[src/mbc1_pkg.sv]
// ----------------------------------------------------------------------------
// MBC1 bank controller package
// Shared types, constants and the ROM-size mask function used by the bank
// controller modules.
// ----------------------------------------------------------------------------
package mbc1_pkg;

   localparam int OFFSET_WIDTH   = 14;
   localparam int LOW_BANK_WIDTH = 5;
   localparam int HIGH_BANK_WIDTH = 2;
   localparam int BANK_WIDTH     = LOW_BANK_WIDTH + HIGH_BANK_WIDTH;
   localparam int ROM_ADDR_WIDTH = BANK_WIDTH + OFFSET_WIDTH;
   localparam int SIZE_WIDTH     = 3;

   // ROM size codes that matter to the logic.
   localparam logic [SIZE_WIDTH-1:0] SIZE_CODE_32K  = 3'd0;
   localparam logic [SIZE_WIDTH-1:0] SIZE_CODE_64K  = 3'd1;
   localparam logic [SIZE_WIDTH-1:0] SIZE_CODE_128K = 3'd2;
   localparam logic [SIZE_WIDTH-1:0] SIZE_CODE_256K = 3'd3;
   localparam logic [SIZE_WIDTH-1:0] SIZE_CODE_1M   = 3'd5;
   localparam logic [SIZE_WIDTH-1:0] SIZE_CODE_2M   = 3'd6;

   // 8 KiB regions of the CPU bus, selected by address bits 15:13.
   localparam logic [2:0] REGION_RAM_ENABLE = 3'd0;
   localparam logic [2:0] REGION_LOW_BANK   = 3'd1;
   localparam logic [2:0] REGION_HIGH_BANK  = 3'd2;
   localparam logic [2:0] REGION_MODE       = 3'd3;
   localparam logic [2:0] REGION_RAM_WINDOW = 3'd5;

   localparam logic FUNC_READ  = 1'b0;
   localparam logic FUNC_WRITE = 1'b1;

   typedef enum logic [1:0] {
      STATUS_ROM_READ   = 2'd0,
      STATUS_OPEN_BUS   = 2'd1,
      STATUS_WRITE_DONE = 2'd2,
      STATUS_UNMAPPED   = 2'd3
   } status_type;

   typedef struct packed {
      logic [LOW_BANK_WIDTH-1:0]  low_bank;
      logic [HIGH_BANK_WIDTH-1:0] high_bank;
      logic                       bank_mode;
   } bank_state_type;

   typedef struct packed {
      logic                       low_we;
      logic                       high_we;
      logic                       mode_we;
      logic [LOW_BANK_WIDTH-1:0]  low_bank;
      logic [HIGH_BANK_WIDTH-1:0] high_bank;
      logic                       bank_mode;
   } bank_update_type;

   typedef struct packed {
      logic [ROM_ADDR_WIDTH-1:0] rom_address;
      status_type                status;
   } result_type;

   // Low bank mask for each ROM size; the larger sizes all use five bits.
   function automatic logic [LOW_BANK_WIDTH-1:0] low_mask(
      input logic [SIZE_WIDTH-1:0] size_code);
      logic [LOW_BANK_WIDTH-1:0] mask;
      case (size_code)
         SIZE_CODE_32K:  mask = 5'h01;
         SIZE_CODE_64K:  mask = 5'h03;
         SIZE_CODE_128K: mask = 5'h07;
         SIZE_CODE_256K: mask = 5'h0F;
         default:        mask = 5'h1F;
      endcase
      return mask;
   endfunction

endpackage

[src/mbc1_if.sv]
// ----------------------------------------------------------------------------
// MBC1 bank controller channels
// Valid/ready interfaces for bus access requests and translation responses.
// ----------------------------------------------------------------------------
interface mbc1_req_if;
   logic        valid;
   logic        ready;
   logic        func;
   logic [15:0] bus_address;
   logic [7:0]  write_data;

   modport source (output valid, func, bus_address, write_data, input ready);
   modport sink   (input valid, func, bus_address, write_data, output ready);
endinterface

interface mbc1_rsp_if;
   logic        valid;
   logic        ready;
   logic [20:0] rom_address;
   logic [1:0]  status;

   modport source (output valid, rom_address, status, input ready);
   modport sink   (input valid, rom_address, status, output ready);
endinterface

[src/mbc1_decode.sv]
// ----------------------------------------------------------------------------
// MBC1 access decoder
// Decodes one bus access into a response and a bank register update.
// ----------------------------------------------------------------------------
module mbc1_decode import mbc1_pkg::*; (
   input  logic                  func,
   input  logic [15:0]           bus_address,
   input  logic [7:0]            write_data,
   input  logic [SIZE_WIDTH-1:0] size_code,
   input  bank_state_type        bank,
   output result_type            result,
   output bank_update_type       update
);

   logic [OFFSET_WIDTH-1:0]   offset;
   logic [2:0]                region;
   logic                      upper_used;
   logic [LOW_BANK_WIDTH-1:0] low_eff;
   logic [BANK_WIDTH-1:0]     bank_num;
   logic [LOW_BANK_WIDTH-1:0] low_masked;

   assign offset     = bus_address[OFFSET_WIDTH-1:0];
   assign region     = bus_address[15:13];
   assign upper_used = (size_code >= SIZE_CODE_1M);
   assign low_eff    = (bank.low_bank == '0) ? LOW_BANK_WIDTH'(1) : bank.low_bank;
   assign bank_num   = upper_used ? {bank.high_bank, low_eff}
                                  : {{HIGH_BANK_WIDTH{1'b0}}, low_eff};
   assign low_masked = write_data[LOW_BANK_WIDTH-1:0] & low_mask(size_code);

   always_comb begin
      result.rom_address = '0;
      result.status      = STATUS_UNMAPPED;
      update.low_we      = 1'b0;
      update.high_we     = 1'b0;
      update.mode_we     = 1'b0;
      update.low_bank    = (low_masked == '0) ? LOW_BANK_WIDTH'(1) : low_masked;
      update.high_bank   = write_data[HIGH_BANK_WIDTH-1:0];
      update.bank_mode   = write_data[0];

      if (func == FUNC_WRITE) begin
         case (region)
            REGION_RAM_ENABLE, REGION_RAM_WINDOW: begin
               result.status = STATUS_WRITE_DONE;
            end
            REGION_LOW_BANK: begin
               update.low_we = 1'b1;
               result.status = STATUS_WRITE_DONE;
            end
            REGION_HIGH_BANK: begin
               update.high_we = upper_used;
               result.status  = STATUS_WRITE_DONE;
            end
            REGION_MODE: begin
               update.mode_we = 1'b1;
               result.status  = STATUS_WRITE_DONE;
            end
            default: begin
               result.status = STATUS_UNMAPPED;
            end
         endcase
      end else begin
         case (region)
            REGION_RAM_ENABLE, REGION_LOW_BANK: begin
               // Fixed bank area; in mode one a large ROM maps the high bank here.
               if (upper_used && bank.bank_mode) begin
                  result.rom_address = {bank.high_bank, {LOW_BANK_WIDTH{1'b0}}, offset};
               end else begin
                  result.rom_address = {{BANK_WIDTH{1'b0}}, offset};
               end
               result.status = STATUS_ROM_READ;
            end
            REGION_HIGH_BANK, REGION_MODE: begin
               result.rom_address = {bank_num, offset};
               result.status      = STATUS_ROM_READ;
            end
            REGION_RAM_WINDOW: begin
               result.status = STATUS_OPEN_BUS;
            end
            default: begin
               result.status = STATUS_UNMAPPED;
            end
         endcase
      end
   end

endmodule

[src/mbc1_bank_regs.sv]
// ----------------------------------------------------------------------------
// MBC1 bank registers
// Holds the low bank, high bank and mode bit and applies decoded updates.
// ----------------------------------------------------------------------------
module mbc1_bank_regs import mbc1_pkg::*; (
   input  logic            clock,
   input  logic            reset,
   input  logic            apply,
   input  bank_update_type update,
   output bank_state_type  bank
);

   logic [LOW_BANK_WIDTH-1:0]  low_bank_ff, low_bank_in;
   logic [HIGH_BANK_WIDTH-1:0] high_bank_ff, high_bank_in;
   logic                       bank_mode_ff, bank_mode_in;

   always_comb begin
      low_bank_in  = (apply && update.low_we)  ? update.low_bank  : low_bank_ff;
      high_bank_in = (apply && update.high_we) ? update.high_bank : high_bank_ff;
      bank_mode_in = (apply && update.mode_we) ? update.bank_mode : bank_mode_ff;
   end

   always_ff @(posedge clock) begin
      if (reset) begin
         low_bank_ff  <= LOW_BANK_WIDTH'(1);
         high_bank_ff <= '0;
         bank_mode_ff <= 1'b0;
      end else begin
         low_bank_ff  <= low_bank_in;
         high_bank_ff <= high_bank_in;
         bank_mode_ff <= bank_mode_in;
      end
   end

   assign bank.low_bank  = low_bank_ff;
   assign bank.high_bank = high_bank_ff;
   assign bank.bank_mode = bank_mode_ff;

   // The zero-to-one substitution means the low bank never holds zero.
   assert property (@(posedge clock) disable iff (reset) low_bank_ff != '0)
      else $error("low bank register holds zero");

   // The high bank moves only on an applied high bank write.
   assert property (@(posedge clock) disable iff (reset)
      !(apply && update.high_we) |=> $stable(high_bank_ff))
      else $error("high bank changed without a high bank write");

endmodule

[src/rom_bank_controller_mbc1_unit.sv]
// ----------------------------------------------------------------------------
// MBC1 ROM bank controller
// Translates CPU bus accesses into ROM addresses and tracks bank writes.
// ----------------------------------------------------------------------------
// Pipeline: a request beat accepted into the input register moves on into
// the response register, from which it leaves as a response beat (one input
// register, one response register).
// Throughput: one beat per cycle while the response side is ready; the decoder
// is a single short combinational pass between the two registers.
// Reset: synchronous, active high; low bank 1, high bank 0, mode 0 and ROM
// size code 6 (2 MiB); both pipeline stages are emptied.
module rom_bank_controller_mbc1_unit import mbc1_pkg::*; (
   input  logic                  clock,
   input  logic                  reset,
   mbc1_req_if.sink              req_chan,
   mbc1_rsp_if.source            rsp_chan,
   input  logic                  csr_write_enable,
   input  logic [SIZE_WIDTH-1:0] csr_write_data
);

   // Input stage: holds one accepted request beat until the decoder result
   // can move into the response register.
   logic        a_valid_ff, a_valid_in;
   logic        a_func_ff;
   logic [15:0] a_address_ff;
   logic [7:0]  a_data_ff;

   // Response stage.
   logic                      b_valid_ff, b_valid_in;
   logic [ROM_ADDR_WIDTH-1:0] b_rom_address_ff;
   status_type                b_status_ff;

   // ROM size register, written from the configuration port.
   logic [SIZE_WIDTH-1:0] size_code_ff, size_code_in;

   logic            req_accept;
   logic            b_advance;
   logic            a_advance;
   bank_state_type  bank;
   bank_update_type update;
   result_type      result;

   // The response register can take a new beat when it is empty or being
   // drained this cycle. The input stage empties whenever that is so, which
   // keeps the request side flowing at one beat a cycle.
   assign b_advance      = !b_valid_ff || rsp_chan.ready;
   assign a_advance      = a_valid_ff && b_advance;
   assign req_chan.ready = !a_valid_ff || b_advance;
   assign req_accept     = req_chan.valid && req_chan.ready;

   always_comb begin
      if (req_accept) begin
         a_valid_in = 1'b1;
      end else if (b_advance) begin
         a_valid_in = 1'b0;
      end else begin
         a_valid_in = a_valid_ff;
      end
      b_valid_in   = b_advance ? a_valid_ff : b_valid_ff;
      size_code_in = csr_write_enable ? csr_write_data : size_code_ff;
   end

   always_ff @(posedge clock) begin
      if (reset) begin
         a_valid_ff   <= 1'b0;
         b_valid_ff   <= 1'b0;
         size_code_ff <= SIZE_CODE_2M;
      end else begin
         a_valid_ff   <= a_valid_in;
         b_valid_ff   <= b_valid_in;
         size_code_ff <= size_code_in;
      end
   end

   // Payload registers carry no reset; their valid bits qualify them.
   always_ff @(posedge clock) begin
      if (req_accept) begin
         a_func_ff    <= req_chan.func;
         a_address_ff <= req_chan.bus_address;
         a_data_ff    <= req_chan.write_data;
      end
      if (a_advance) begin
         b_rom_address_ff <= result.rom_address;
         b_status_ff      <= result.status;
      end
   end

   // The decoder sees the bank state left by every earlier beat, because the
   // bank registers are updated in the same cycle that a beat leaves the
   // input stage, before the next beat can be decoded.
   mbc1_decode u_decode (
      .func        (a_func_ff),
      .bus_address (a_address_ff),
      .write_data  (a_data_ff),
      .size_code   (size_code_ff),
      .bank        (bank),
      .result      (result),
      .update      (update)
   );

   mbc1_bank_regs u_bank_regs (
      .clock  (clock),
      .reset  (reset),
      .apply  (a_advance),
      .update (update),
      .bank   (bank)
   );

   assign rsp_chan.valid       = b_valid_ff;
   assign rsp_chan.rom_address = b_rom_address_ff;
   assign rsp_chan.status      = b_status_ff;

   // A beat stalled in the input stage keeps its contents.
   assert property (@(posedge clock) disable iff (reset)
      a_valid_ff && !b_advance |=> a_valid_ff && $stable(a_address_ff)
         && $stable(a_func_ff) && $stable(a_data_ff))
      else $error("stalled request beat was lost or altered");

   // Only ROM reads carry a non-zero address.
   assert property (@(posedge clock) disable iff (reset)
      b_valid_ff && (b_status_ff != STATUS_ROM_READ) |-> b_rom_address_ff == '0)
      else $error("non-ROM response carries an address");

   // An accepted beat always lands in the input stage.
   assert property (@(posedge clock) disable iff (reset)
      req_accept |=> a_valid_ff)
      else $error("accepted request beat not captured");

endmodule

[src/flat_wrapper.sv]
// flat-port wrapper written by rule: the top's interface ports become plain ports
module rom_bank_controller_mbc1_unit_flat import mbc1_pkg::*;
  (clock, reset, csr_write_enable, csr_write_data, req_chan_valid, req_chan_func, req_chan_bus_address, req_chan_write_data, req_chan_ready, rsp_chan_valid, rsp_chan_rom_address, rsp_chan_status, rsp_chan_ready);
  mbc1_req_if req_chan_i ();
  mbc1_rsp_if rsp_chan_i ();
  input  logic clock;
  input  logic reset;
  input  logic csr_write_enable;
  input  logic [SIZE_WIDTH-1:0] csr_write_data;
  input wire logic [$bits(req_chan_i.valid)-1:0] req_chan_valid;
  input wire logic [$bits(req_chan_i.func)-1:0] req_chan_func;
  input wire logic [$bits(req_chan_i.bus_address)-1:0] req_chan_bus_address;
  input wire logic [$bits(req_chan_i.write_data)-1:0] req_chan_write_data;
  output wire logic [$bits(req_chan_i.ready)-1:0] req_chan_ready;
  output wire logic [$bits(rsp_chan_i.valid)-1:0] rsp_chan_valid;
  output wire logic [$bits(rsp_chan_i.rom_address)-1:0] rsp_chan_rom_address;
  output wire logic [$bits(rsp_chan_i.status)-1:0] rsp_chan_status;
  input wire logic [$bits(rsp_chan_i.ready)-1:0] rsp_chan_ready;
  assign req_chan_i.valid = req_chan_valid;
  assign req_chan_i.func = req_chan_func;
  assign req_chan_i.bus_address = req_chan_bus_address;
  assign req_chan_i.write_data = req_chan_write_data;
  assign req_chan_ready = req_chan_i.ready;
  assign rsp_chan_valid = rsp_chan_i.valid;
  assign rsp_chan_rom_address = rsp_chan_i.rom_address;
  assign rsp_chan_status = rsp_chan_i.status;
  assign rsp_chan_i.ready = rsp_chan_ready;
  rom_bank_controller_mbc1_unit u_core (.clock(clock), .reset(reset), .req_chan(req_chan_i), .rsp_chan(rsp_chan_i), .csr_write_enable(csr_write_enable), .csr_write_data(csr_write_data));
endmodule
[config.mk]
export PLATFORM = sky130hd
export DESIGN_NAME = rom_bank_controller_mbc1_unit_flat
export DESIGN_NICKNAME = d
export VERILOG_FILES = /design/src/mbc1_pkg.sv /design/src/mbc1_if.sv /design/src/mbc1_decode.sv /design/src/mbc1_bank_regs.sv /design/src/rom_bank_controller_mbc1_unit.sv /design/src/flat_wrapper.sv
export SDC_FILE = /design/constraint.sdc
export NUM_CORES = 1
export LEC_CHECK = 0
export ABC_CLOCK_PERIOD_IN_PS = 1600
export BUFFER_PORTS_ARGS = -buffer_cell sky130_fd_sc_hd__buf_2
export CAP_MARGIN = 20
export CORE_MARGIN = 2
export CORE_UTILIZATION = 40
export CTS_BUF_LIST = sky130_fd_sc_hd__clkbuf_16
export CTS_CLUSTER_SIZE = 16
export DETAILED_ROUTE_END_ITERATION = 6
export PLACE_DENSITY_LB_ADDON = 0.08
export SYNTH_ARGS = -nofsm -noshare
export SYNTH_HDL_FRONTEND = slang
export SYNTH_SLANG_ARGS = --single-unit
[constraint.sdc]
create_clock -name clock -period 1.6 [get_ports clock]
set_clock_uncertainty 0.05 [all_clocks]
set_input_delay 0.16 -clock clock [delete_from_list [all_inputs] [get_ports clock]]
set_output_delay 0.16 -clock clock [all_outputs]
set_load 0.01 [all_outputs]
==> results.md <==
- CTS sink cnt: between 50 and 60
- PortBufs: 54
- Leak pwr: between 1 and 1.5 nW
- PostCTS Resize Cnt: 0
- Worst slew margin: around two thirds
- Vias in the first global route: around 1300
- Dpl ws: approximately 150 ps
- Top post-synthesis cells by area: edfxtp_1 63%, dfxtp_1 12%, and2_1 5.3%, nand2b_1 2.3%, mux2i_1 1.9%
- Sequential area share after synthesis: 75.4%
- Seq cells post-synth: 58
- Initial antenna violation count: 0
- Largest net degree at the start of global routing: 24
- Pwr/cell area: approximately 1200 nW/µm²
- Final Hold Vio Count: 0
- GP Congestion: approximately 0.77
- Startpoint Class: flip-flop
- Worst Tran Pin Value: a little over 500 ps
- Initial Utilization: between 40% and 50%
- Number of synthesized flops with an enable pin: 45
- Root buffer cell: clkbuf_16
- Period utilization: between 90% and 100%
- Worst-path clk slew: ~50 ps
- Drt pass-1 iters: 4
- First-pass GRT wire length: 6100 µm
- Top cell type's share of synthesized area: 63.2%
- Util after Layout: between 50% and 60%
- Most common cell after layout, fill and taps aside: buf_2
- Worst setup margin: approximately 150 ps
- Ys async rst share: 0%
- Mapped Cells: 142
- Synthesized Nets: approximately 180
- First-iteration detailed-routing DRC count: 43
- Crit path kind: reg2reg
- Layout area overhead: 40.9%
- Clock tree buffer depth: 2
- Worst-Skew Late Latency: roughly 320 ps
- Post-route DRC: 0
- Drt via density: 4.54
- Num CTS Buffers: 9
- Critical Path End Type: flip-flop
- Synth Cell Area: roughly 2100 µm²
- Synth cell types: 32
- Outcome: finished, final reports clean
- Crit-path slowest cell: and2_2
- YS warnings: 0
- CP arrival: between 1000 and 1500 ps
- Die ar.: 5940 µm²
- Total Routing Usage GR: between 10% and 20%
- Post-route minimum period: between 1000 and 1500 ps
- Hpwl dp: about 2400 µm
- Core Area: around 5100 µm²
- Most frequent cells in the layout: 54 x buf_2, 45 x edfxtp_1, 24 x dlygate4sd3_1
- Max frequency: 691 MHz
- Die H: ~77 µm
- Share of cells above drive strength 1: between 30% and 40%
- Global route overflow: 0
- Fin nets: ~260
- CTS H-Tree Depth: 3
- MaxCap Viol Count: 0
- Antenna diodes: 0
- WP data required: about 1500 ps
- Antenna Nets Post-Route: 0
- Worst path top cell family by delay: simple AND/OR/NAND/NOR gates
- Worst min path class: in2reg
- CTS tree: yes
- Mean post-synth cell area: 15.0 µm²
- IO Count: 58
- Setup violations, final: 0
- Dominant cell type by area after synthesis: edfxtp_1
- VDD IR max: 0.000715 V
- Crit path max fanout: 22
- Sum Neg Setup Slack: 0 ps
- Count of final max-slew check failures: 0
- WP buf/inv: 0
- Die X: 77.1 µm
- Top FF cell, synth: edfxtp_1
- Routed WL: roughly 3700 µm
- Wire length per cell: 11.9 µm
- RSZ-0062 raised after global routing: false
- Crit-path cells: nor2b_1 -> nand2_1 -> and2_2
- Via count: between 1000 and 1500
- CP max stage delay: 480 ps
- Row count: 26
sequential cells by signal, indices dropped and copies added (netlist names):
register                         flops
u_core.a_data_ff                     5
u_core.a_func_ff                     1
u_core.rsp_chan.rom_address         21
u_core.rsp_chan.valid                1
u_core.a_address_ff                 16
u_core.u_bank_regs.low_bank_ff       5
u_core.a_valid_ff                    1
u_core.u_bank_regs.bank_mode_ff      1
u_core.rsp_chan.status               2
u_core.u_bank_regs.high_bank_ff      2
u_core.size_code_ff                  3
cells by family after synthesis:
logic type | Yosys count | synth area share (%)
flip-flops | 58 | 75.4
AND/OR/NAND/NOR | 57 | 15.9
AO/OA/AOI/OAI | 18 | 5.62
buffers and inverters | 5 | 1.23
multiplexers | 4 | 1.87
layout make-up:
type	instances	area (µm²)
Multi-Input combinational cell	79	500
Sequential cell	58	1610
Clock inverter	7	28.8
Inverter	1	3.75
Fill cell	449	2130
Timing Repair Buffer	82	553
Clock buffer	9	225
Tap cell	70	87.6
path summary, 6_finish.rpt:
kind                                                        from                                              to  slack [ps]  depth (start not counted)
setup / recovery              u_core.rsp_chan.valid$_SDFFE_PP0P_               u_core.a_address_ff[11]$_DFFE_PP_         150                          3
hold / removal                                    req_chan_valid                  u_core.a_valid_ff$_SDFFE_PP0P_          30                          3
setup reg to reg              u_core.rsp_chan.valid$_SDFFE_PP0P_               u_core.a_address_ff[11]$_DFFE_PP_         150                          3
hold reg to reg   u_core.u_bank_regs.low_bank_ff[4]$_SDFFE_PP0P_  u_core.u_bank_regs.low_bank_ff[4]$_SDFFE_PP0P_         430                          2
metal layers:
| metal | vias up | global-route usage [%] | wire (µm) |
|---|---|---|---|
| met5 | - | 0 | 0 |
| met4 | 0 | 10.2 | 108 |
| met3 | 9 | 3.76 | 199 |
| met2 | 45 | 22.2 | 1720 |
| met1 | 635 | 15.4 | 1620 |
| li1 | 701 | - | - |
tightest hold or removal path: cells and delay by family:
| family | cells | cell delay, ps |
|---|---|---|
| AOI/OAI and AO/OA | 1 | 30 |
| and+or+nand+nor | 1 | 70 |
| buffers and inverters | 1 | 80 |
synthesized netlist by cell type, drive strengths merged (2+ instances only):
cell type,number
a211o,2
a211oi,2
a21oi,5
and2,18
and3,4
clkbuf,3
dfxtp,13
edfxtp,45
mux2i,4
nand2b,8
nand3,3
nor2,8
nor2b,5
nor3,4
o21ai,3
power by group:
part / internal (mW) / switching, mW / total, mW
sequential: 1.70 / 0.0308 / 1.73
clock: 1.01 / 0.573 / 1.58
combinational: 0.124 / 0.103 / 0.227
total: 2.83 / 0.706 / 3.54
metrics by stage:
stage / instances / total power, mW / hold slack [ps] / cell area [µm²]
floorplan: 142 / 1.85 / 209 / 2140
global placement: 266 / 1.94 / 286 / 2520
detailed placement: 266 / 1.95 / 288 / 2520
CTS: 306 / 3.60 / 12.2 / 3010
global route: 306 / 3.69 / 67.8 / 3010
finish: 306 / 3.54 / 25.4 / 3010
repair_timing:
item,in CTS,in global routing
hold buffers,24,0
endpoints found under the hold margin,24,0
buffers inserted,0,0
Note: power is estimated with default switching activity, not from simulation.
